### src/rtl/core/bdhr_pkg.sv
package bdhr_pkg;

    localparam int TIME_BITS = 32;

    typedef logic [TIME_BITS-1:0] t_time;

    typedef enum logic [2:0] {
        CMD_TOGGLE_WIFI   = 3'd0,
        CMD_RESET_WIFI    = 3'd1,
        CMD_ADJUST_FAN    = 3'd2,
        CMD_TOGGLE_LIGHTS = 3'd3,
        CMD_TOGGLE_POWER  = 3'd4
    } t_cmd;

    typedef enum logic [2:0] {
        CFG_DEBOUNCE    = 3'd0,
        CFG_MIDDLE_HOLD = 3'd1,
        CFG_POWER_HOLD  = 3'd2,
        CFG_RPT_DELAY   = 3'd3,
        CFG_RPT_INTERVAL= 3'd4,
        CFG_FAN_STEP    = 3'd5,
        CFG_IDLE_LEVELS = 3'd6
    } t_cfg_idx;

    localparam logic [15:0] DEBOUNCE_RST     = 16'd40;
    localparam logic [15:0] MIDDLE_HOLD_RST  = 16'd3000;
    localparam logic [15:0] POWER_HOLD_RST   = 16'd8000;
    localparam logic [15:0] RPT_DELAY_RST    = 16'd500;
    localparam logic [15:0] RPT_INTERVAL_RST = 16'd150;
    localparam logic [6:0]  FAN_STEP_RST     = 7'd5;
    localparam logic [3:0]  IDLE_LEVELS_RST  = 4'd0;

    typedef struct packed {
        logic [31:0] now_ms;
        logic [3:0]  pin_levels;
    } t_in_word;

    typedef struct packed {
        t_cmd              command;
        logic signed [7:0] fan_delta;
    } t_out_word;

    typedef struct packed {
        logic [15:0] debounce_ms;
        logic [15:0] middle_hold_ms;
        logic [15:0] power_hold_ms;
        logic [15:0] repeat_delay_ms;
        logic [15:0] repeat_interval_ms;
        logic [6:0]  fan_step;
        logic [3:0]  idle_levels;
    } t_cfg;

    typedef struct packed {
        logic  stable;
        t_time change_time;
        t_time repeat_due;
    } t_fan_st;

    typedef struct packed {
        logic  stable;
        t_time change_time;
        t_time hold_start;
        logic  hold_fired;
    } t_hold_st;

    typedef struct packed {
        logic    emit;
        t_fan_st st;
    } t_fan_res;

    typedef struct packed {
        logic     emit;
        logic     is_long;
        t_hold_st st;
    } t_hold_res;

endpackage

### src/rtl/core/bdhr_cfg.sv
module bdhr_cfg (
    input  logic          i_clk,
    input  logic          i_rst_n,
    input  logic          i_cfg_valid,
    output logic          o_cfg_ready,
    input  logic [2:0]    i_cfg_index,
    input  logic [15:0]   i_cfg_data,
    output bdhr_pkg::t_cfg o_cfg
);

    bdhr_pkg::t_cfg r_cfg;
    bdhr_pkg::t_cfg n_cfg;

    assign o_cfg_ready = 1'b1;
    assign o_cfg       = r_cfg;

    always_comb begin
        n_cfg = r_cfg;
        if (i_cfg_valid) begin
            unique case (bdhr_pkg::t_cfg_idx'(i_cfg_index))
                bdhr_pkg::CFG_DEBOUNCE:     n_cfg.debounce_ms        = i_cfg_data;
                bdhr_pkg::CFG_MIDDLE_HOLD:  n_cfg.middle_hold_ms     = i_cfg_data;
                bdhr_pkg::CFG_POWER_HOLD:   n_cfg.power_hold_ms      = i_cfg_data;
                bdhr_pkg::CFG_RPT_DELAY:    n_cfg.repeat_delay_ms    = i_cfg_data;
                bdhr_pkg::CFG_RPT_INTERVAL: n_cfg.repeat_interval_ms = i_cfg_data;
                bdhr_pkg::CFG_FAN_STEP:     n_cfg.fan_step           = i_cfg_data[6:0];
                bdhr_pkg::CFG_IDLE_LEVELS:  n_cfg.idle_levels        = i_cfg_data[3:0];
                default: ;
            endcase
        end
    end

    always_ff @(posedge i_clk) begin
        if (!i_rst_n) begin
            r_cfg.debounce_ms        <= bdhr_pkg::DEBOUNCE_RST;
            r_cfg.middle_hold_ms     <= bdhr_pkg::MIDDLE_HOLD_RST;
            r_cfg.power_hold_ms      <= bdhr_pkg::POWER_HOLD_RST;
            r_cfg.repeat_delay_ms    <= bdhr_pkg::RPT_DELAY_RST;
            r_cfg.repeat_interval_ms <= bdhr_pkg::RPT_INTERVAL_RST;
            r_cfg.fan_step           <= bdhr_pkg::FAN_STEP_RST;
            r_cfg.idle_levels        <= bdhr_pkg::IDLE_LEVELS_RST;
        end else begin
            r_cfg <= n_cfg;
        end
    end

endmodule

### src/rtl/core/bdhr_fan_btn.sv
module bdhr_fan_btn (
    input  logic              i_lvl,
    input  logic              i_idle,
    input  bdhr_pkg::t_time   i_now,
    input  bdhr_pkg::t_cfg    i_cfg,
    input  bdhr_pkg::t_fan_st i_st,
    output bdhr_pkg::t_fan_res o_res
);

    logic            raw_p;
    logic            deb_p;
    bdhr_pkg::t_time due_diff;
    bdhr_pkg::t_time chg_diff;

    assign raw_p    = i_lvl != i_idle;
    assign deb_p    = i_st.stable != i_idle;
    assign due_diff = i_now - i_st.repeat_due;
    assign chg_diff = i_now - i_st.change_time;

    always_comb begin
        o_res.emit = 1'b0;
        o_res.st   = i_st;
        if (raw_p && deb_p && !due_diff[bdhr_pkg::TIME_BITS-1]) begin
            o_res.emit          = 1'b1;
            o_res.st.repeat_due = i_now + bdhr_pkg::t_time'(i_cfg.repeat_interval_ms);
        end else if (i_lvl != i_st.stable &&
                     chg_diff >= bdhr_pkg::t_time'(i_cfg.debounce_ms)) begin
            o_res.st.change_time = i_now;
            o_res.st.stable      = i_lvl;
            if (raw_p) begin
                o_res.emit          = 1'b1;
                o_res.st.repeat_due = i_now + bdhr_pkg::t_time'(i_cfg.repeat_delay_ms);
            end
        end
    end

endmodule

### src/rtl/core/bdhr_hold_btn.sv
module bdhr_hold_btn (
    input  logic               i_lvl,
    input  logic               i_idle,
    input  bdhr_pkg::t_time    i_now,
    input  logic [15:0]        i_hold_ms,
    input  logic [15:0]        i_debounce_ms,
    input  bdhr_pkg::t_hold_st i_st,
    output bdhr_pkg::t_hold_res o_res
);

    logic            raw_p;
    logic            deb_p;
    bdhr_pkg::t_time hs;
    bdhr_pkg::t_time held;
    bdhr_pkg::t_time chg_diff;

    assign raw_p    = i_lvl != i_idle;
    assign deb_p    = i_st.stable != i_idle;
    // hold timer restarts while pressed but not yet debounced
    assign hs       = (raw_p && !deb_p && i_st.hold_start <= i_st.change_time) ?
                      i_now : i_st.hold_start;
    assign held     = i_now - hs;
    assign chg_diff = i_now - i_st.change_time;

    always_comb begin
        o_res.emit          = 1'b0;
        o_res.is_long       = 1'b0;
        o_res.st            = i_st;
        o_res.st.hold_start = hs;
        if (raw_p && !i_st.hold_fired && held >= bdhr_pkg::t_time'(i_hold_ms)) begin
            o_res.emit          = 1'b1;
            o_res.is_long       = 1'b1;
            o_res.st.hold_fired = 1'b1;
        end else if (i_lvl != i_st.stable &&
                     chg_diff >= bdhr_pkg::t_time'(i_debounce_ms)) begin
            o_res.st.change_time = i_now;
            o_res.st.stable      = i_lvl;
            if (raw_p) begin
                o_res.st.hold_start = i_now;
                o_res.st.hold_fired = 1'b0;
            end else if (!i_st.hold_fired) begin
                o_res.emit = 1'b1;
            end
        end
    end

endmodule

### src/rtl/core/button_debounce_hold_repeat_top.sv
// An accepted poll word is held in the input register r_in, and its result goes to the output register r_out.
// Throughput: one poll word per cycle while the output is not stalled; the four buttons are evaluated in parallel
// with a priority pick, and button state is written back in that same cycle.
// A poll that yields no command produces no output word.
// Reset (synchronous, active low): valid flags and config registers return to defaults, button state clears.
module button_debounce_hold_repeat_top (
    input  logic                i_clk,
    input  logic                i_rst_n,
    input  logic                i_in_valid,
    output logic                o_in_stall,
    input  bdhr_pkg::t_in_word  i_in_data,
    output logic                o_out_valid,
    input  logic                i_out_stall,
    output bdhr_pkg::t_out_word o_out_data,
    input  logic                i_cfg_valid,
    output logic                o_cfg_ready,
    input  logic [2:0]          i_cfg_index,
    input  logic [15:0]         i_cfg_data
);

    bdhr_pkg::t_cfg      cfg;
    bdhr_pkg::t_in_word  r_in;
    logic                r_in_valid;
    bdhr_pkg::t_out_word r_out;
    logic                r_out_valid;
    bdhr_pkg::t_out_word n_out;
    bdhr_pkg::t_fan_st   r_fan [2];
    bdhr_pkg::t_hold_st  r_hold [2];
    bdhr_pkg::t_fan_res  fan_res [2];
    bdhr_pkg::t_hold_res hold_res [2];
    bdhr_pkg::t_time     now;
    logic                adv;
    logic                fire;
    logic                take;
    logic                any_emit;
    logic [3:0]          upd;

    bdhr_cfg u_cfg (
        .i_clk       (i_clk),
        .i_rst_n     (i_rst_n),
        .i_cfg_valid (i_cfg_valid),
        .o_cfg_ready (o_cfg_ready),
        .i_cfg_index (i_cfg_index),
        .i_cfg_data  (i_cfg_data),
        .o_cfg       (cfg)
    );

    assign now = bdhr_pkg::t_time'(r_in.now_ms);

    bdhr_fan_btn u_up (
        .i_lvl  (r_in.pin_levels[0]),
        .i_idle (cfg.idle_levels[0]),
        .i_now  (now),
        .i_cfg  (cfg),
        .i_st   (r_fan[0]),
        .o_res  (fan_res[0])
    );

    bdhr_fan_btn u_down (
        .i_lvl  (r_in.pin_levels[1]),
        .i_idle (cfg.idle_levels[1]),
        .i_now  (now),
        .i_cfg  (cfg),
        .i_st   (r_fan[1]),
        .o_res  (fan_res[1])
    );

    bdhr_hold_btn u_middle (
        .i_lvl         (r_in.pin_levels[2]),
        .i_idle        (cfg.idle_levels[2]),
        .i_now         (now),
        .i_hold_ms     (cfg.middle_hold_ms),
        .i_debounce_ms (cfg.debounce_ms),
        .i_st          (r_hold[0]),
        .o_res         (hold_res[0])
    );

    bdhr_hold_btn u_power (
        .i_lvl         (r_in.pin_levels[3]),
        .i_idle        (cfg.idle_levels[3]),
        .i_now         (now),
        .i_hold_ms     (cfg.power_hold_ms),
        .i_debounce_ms (cfg.debounce_ms),
        .i_st          (r_hold[1]),
        .o_res         (hold_res[1])
    );

    assign adv        = !r_out_valid || !i_out_stall;
    assign fire       = r_in_valid && adv;
    assign o_in_stall = r_in_valid && !adv;
    assign take       = i_in_valid && !o_in_stall;

    // first emitting button ends the poll; later buttons keep their state
    assign upd[0] = 1'b1;
    assign upd[1] = !fan_res[0].emit;
    assign upd[2] = upd[1] && !fan_res[1].emit;
    assign upd[3] = upd[2] && !hold_res[0].emit;
    assign any_emit = fan_res[0].emit || fan_res[1].emit ||
                      hold_res[0].emit || hold_res[1].emit;

    always_comb begin
        n_out.command   = bdhr_pkg::CMD_ADJUST_FAN;
        n_out.fan_delta = 8'sd0;
        if (fan_res[0].emit) begin
            n_out.fan_delta = $signed({1'b0, cfg.fan_step});
        end else if (fan_res[1].emit) begin
            n_out.fan_delta = -$signed({1'b0, cfg.fan_step});
        end else if (hold_res[0].emit) begin
            n_out.command = hold_res[0].is_long ? bdhr_pkg::CMD_TOGGLE_WIFI :
                                                  bdhr_pkg::CMD_TOGGLE_LIGHTS;
        end else begin
            n_out.command = hold_res[1].is_long ? bdhr_pkg::CMD_RESET_WIFI :
                                                  bdhr_pkg::CMD_TOGGLE_POWER;
        end
    end

    always_ff @(posedge i_clk) begin
        if (!i_rst_n) begin
            r_in_valid <= 1'b0;
        end else if (take) begin
            r_in_valid <= 1'b1;
        end else if (adv) begin
            r_in_valid <= 1'b0;
        end
    end

    always_ff @(posedge i_clk) begin
        if (take) begin
            r_in <= i_in_data;
        end
    end

    always_ff @(posedge i_clk) begin
        if (!i_rst_n) begin
            r_out_valid <= 1'b0;
        end else if (adv) begin
            r_out_valid <= fire && any_emit;
        end
    end

    always_ff @(posedge i_clk) begin
        if (fire && any_emit) begin
            r_out <= n_out;
        end
    end

    always_ff @(posedge i_clk) begin
        if (!i_rst_n) begin
            r_fan[0]  <= '0;
            r_fan[1]  <= '0;
            r_hold[0] <= '0;
            r_hold[1] <= '0;
        end else if (fire) begin
            if (upd[0]) begin
                r_fan[0] <= fan_res[0].st;
            end
            if (upd[1]) begin
                r_fan[1] <= fan_res[1].st;
            end
            if (upd[2]) begin
                r_hold[0] <= hold_res[0].st;
            end
            if (upd[3]) begin
                r_hold[1] <= hold_res[1].st;
            end
        end
    end

    assign o_out_valid = r_out_valid;
    assign o_out_data  = r_out;

endmodule
### config.mk
export PLATFORM = sky130hd
export DESIGN_NAME = button_debounce_hold_repeat_top
export DESIGN_NICKNAME = d
export VERILOG_FILES = /design/src/rtl/core/bdhr_pkg.sv /design/src/rtl/core/bdhr_cfg.sv /design/src/rtl/core/bdhr_fan_btn.sv /design/src/rtl/core/bdhr_hold_btn.sv /design/src/rtl/core/button_debounce_hold_repeat_top.sv
export SDC_FILE = /design/constraint.sdc
export NUM_CORES = 2
export LEC_CHECK = 0
export BUFFER_PORTS_ARGS = -buffer_cell sky130_fd_sc_hd__buf_2
export CAP_MARGIN = 20
export CORE_AREA = 2 2 381 383
export CTS_CLUSTER_SIZE = 16
export DETAILED_ROUTE_END_ITERATION = 12
export DIE_AREA = 0 0 383 385
export HOLD_SLACK_MARGIN = 0.15
export PLACE_DENSITY_LB_ADDON = 0.15
export SKIP_CTS_REPAIR_TIMING = 1
export SLEW_MARGIN = 25
export SYNTH_ARGS = -nofsm -noshare
export SYNTH_HDL_FRONTEND = slang
export SYNTH_SLANG_ARGS = --single-unit
### constraint.sdc
create_clock -name i_clk -period 28.8 [get_ports i_clk]
set_clock_uncertainty 0.05 [all_clocks]
set_input_delay 1.44 -clock i_clk [delete_from_list [all_inputs] [get_ports i_clk]]
set_output_delay 1.44 -clock i_clk [all_outputs]
set_load 0.05 [all_outputs]
==> results.yml <==
sta:
  setup-violations-final: 0
  worstMarginPinSlew_ns: 1.070
  setup_ws_ns: 18.42
  fmax_mhz: 96.32
  final-hold-violation-count: 0
  fin_tns_setup_ns: 0
  period_minus_slack_ns: 10.38
  rsz0062_at_grt: "no"
  maxSlewHeadroom_pct: 27.92
  post-route-period-util_pct: 36.05
  final_max_slew_viol_count: 0
setup_path:
  path_class: "reg -> reg"
  rr_startpoint: "r_hold[0][94]$_SDFFCE_PP0P_"
  ff2ff_setup_slack_ns: 18.42
  cp.arrival_ns: 10.62
  slowest_stage: "nand3b_2"
  r2r_cells: 27
  critPathRequiredTime_ns: 29.04
  worstSetupEndpointType: "flip-flop"
  max_stage_delay_ns: 0.83
  r2r-end: "r_hold[0][129]$_SDFFCE_PP0P_"
  worstSetupStartpointType: "flip-flop"
  crit_top_cell: "ha_1"
  worst-path-max-fanout: 34
cells_and_area:
  drive_gt1_share_pct: 6.826
  antenna_cells: 0
  final_cells: 6166
  final_common_cell: "nand2_1"
  syn2layout_area_growth_pct: 12.47
  finalNetCount: 4731
  fin_area_sq_mm: 0.03996
  final_cell_mix: "nand2_1, ha_1, nor2_1"
drt:
  first_pass_iters: 7
  vias: 31520
  drc: 0
  antenna_left: 0
  via_per_inst: 5.112
  drt-initial-drc-count: 2387
  wirelength_um: 142800
  wl_per_cell_um: 23.16
logic_synthesis:
  synth_area_sq_mm: 0.03553
  synth_fa_ha_area_share_pct: 15.98
  synth_xor_area_share_pct: 3.574
  synth_enable_flop_cells: 309
  synthSimpleGateAreaFrac_pct: 18.58
  async_reset_ff_share_pct: 0
  netlist_instances: 4201
  syn_nets: 4710
  synth_top_family_by_area: "compound AO/OA/AOI/OAI gates"
  synth_ff_type: "edfxtp_1"
  synthDistinctLibCells: 97
  avgSynthCellArea_sq_um: 8.458
  yosys_warnings: 0
  synth-compound-area-share_pct: 21.90
  ys_seq_area_share_pct: 31.35
  synth_mux_area_share_pct: 3.173
  ys_ff_latch: 402
placed_design:
  place_area_sq_mm: 0.03819
  port_buffers: 72
  finalWeightedCongestion: 0.8943
  hpwl_um: 110100
  dp.cells: 6073
  pre_cts_ws_ns: 18.29
global_route:
  grt_start_max_net_pins: 72
  grt.total_usage_pct: 18.98
  grt_pass1_vias: 30960
  grt_pass1_wl_um: 209500
  antenna_found_initial: 1
  grt-ovfl-total: 0
floorplanning:
  die_h_um: 385
  start_util_pct: 24.82
  rows: 139
  fp.dieArea_sq_mm: 0.1475
  io_pins: 74
  dieWidth_um: 383
  coreArea_sq_mm: 0.1431
hold_path:
  hold_class: "reg -> reg"
  holdCritStartpoint: "u_cfg.o_cfg[88]$_SDFFE_PN0P_"
  hold-path-cell-count: 2
  hold_path_end: "u_cfg.o_cfg[88]$_SDFFE_PN0P_"
flow_run:
  drv_cap: 0
pwr:
  peakVddDrop_mv: 0.04159
  finalPower_mw: 2.036
  leakage_nw: 15.97
  p_per_area_mw_per_mm2: 50.94
clocking:
  cts_root_buf: "clkbuf_16"
  clk_latency_ns: 0.66
  clk_pin_slew_worst_paths_ns: 0.06
  htree_levels: 2
  clockBufferDepth: 3
  cts_tree: "yes"
  cts_sinks: 402
  cts_buffers: 50
run_status:
  run_status: "finished clean"
[power by group]
part	total [mW]	switching [mW]	internal [mW]
registers	0.672	0.0167	0.655
logic	0.660	0.425	0.235
clock network	0.704	0.297	0.407
[through the flow]
| stage | utilization (%) | hold WS, ns |
|---|---|---|
| floorplan | - | 0.3935 |
| global placement | 26.68 | 0.4033 |
| detailed placement | 26.68 | 0.4088 |
| CTS | 27.92 | 0.4172 |
| global route | 27.92 | 0.4329 |
| finish | 27.92 | 0.4149 |
[final cells by class]
class	count	area [sq um]
multi-input combinational	3311	22600
clock buffer	60	1334
timing repair buffer	142	888.4
inverter	315	1182
clock inverter	33	437.9
tap	1903	2381
fill	15410	103200
sequential	402	11140
[worst max-delay path by stage]
stage	startpoint	end	slack, ns	cells past startpoint
finish	r_hold[0][94]$_SDFFCE_PP0P_	r_hold[0][129]$_SDFFCE_PP0P_	18.42	27
global route	r_hold[0][94]$_SDFFCE_PP0P_	r_hold[0][123]$_SDFFCE_PP0P_	17.90	32
detailed placement	r_hold[0][94]$_SDFFCE_PP0P_	r_hold[0][100]$_SDFFCE_PP0P_	18.29	27
floorplan	r_hold[0][94]$_SDFFCE_PP0P_	r_hold[0][100]$_SDFFCE_PP0P_	19.02	26
CTS	r_hold[0][94]$_SDFFCE_PP0P_	r_hold[0][128]$_SDFFCE_PP0P_	18.24	27
global placement	r_hold[0][94]$_SDFFCE_PP0P_	r_hold[0][123]$_SDFFCE_PP0P_	18.34	27
[kinds of logic after synthesis]
| group | count (synthesis) |
|---|---|
| compound gates | 1187 |
| xor+xnor | 145 |
| simple gates | 1417 |
| flops | 402 |
| mux | 112 |
| fa+ha+maj | 449 |
| other cells | 1 |
| buf+inv | 488 |
[cell usage after synthesis (12+ instances only)]
library cell | instances | area, sq um
xnor2_1 | 85 | 744.5
ha_1 | 441 | 5518
a211oi_1 | 53 | 397.9
nor2_1 | 373 | 1400
buf_2 | 29 | 145.1
nor3_1 | 75 | 375.4
nand2b_1 | 59 | 369.1
o21bai_1 | 23 | 172.7
a21oi_1 | 312 | 1562
and3_1 | 31 | 193.9
a221oi_1 | 13 | 113.9
and2_1 | 29 | 181.4
nand3_1 | 119 | 595.6
a31oi_1 | 30 | 187.7
o21a_1 | 56 | 420.4
a22oi_1 | 21 | 157.7
a211o_1 | 13 | 113.9
o21ai_0 | 203 | 1016
o31a_1 | 12 | 105.1
o21ai_1 | 41 | 205.2
inv_1 | 315 | 1182
nand2_1 | 492 | 1847
clkbuf_1 | 128 | 480.5
edfxtp_1 | 309 | 9279
nand4_1 | 75 | 469.2
a21boi_0 | 69 | 518.0
mux2i_1 | 107 | 1071
xor2_1 | 60 | 525.5
a2111oi_0 | 13 | 113.9
nor4_1 | 20 | 125.1
nor2b_1 | 43 | 269.0
o31ai_1 | 13 | 97.59
a21o_1 | 117 | 878.3
or3_1 | 27 | 168.9
dfxtp_1 | 93 | 1862
o22ai_1 | 19 | 118.9
o211ai_1 | 52 | 390.4
[layer usage]
metal,global-route usage [%],wire length [um],vias to the layer above
li1,-,-,15410
met1,26.16,67850,15290
met2,31.65,66180,667
met3,1.538,4769,157
met4,5.359,4034,0
met5,0,0,-
[worst max-delay path, delay by kind of cell (launching register included)]
kind                       cells  cell delay (ns)
buffers and inverters          2             1.00
muxes                          1             0.40
xor gates and xnor gates       1             0.22
adders and majority gates      3             0.99
DFF                            1             0.50
and+or+nand+nor               10             3.71
AOI/OAI and AO/OA             10             3.10
[registers in the layout (all words and copies together) (netlist names)]
signal	count
now	32
o_out_data	11
o_out_valid	1
r_fan	130
r_hold	132
r_in	4
r_in_valid	1
u_cfg.o_cfg	91
(Power assumes the default switching activity.)
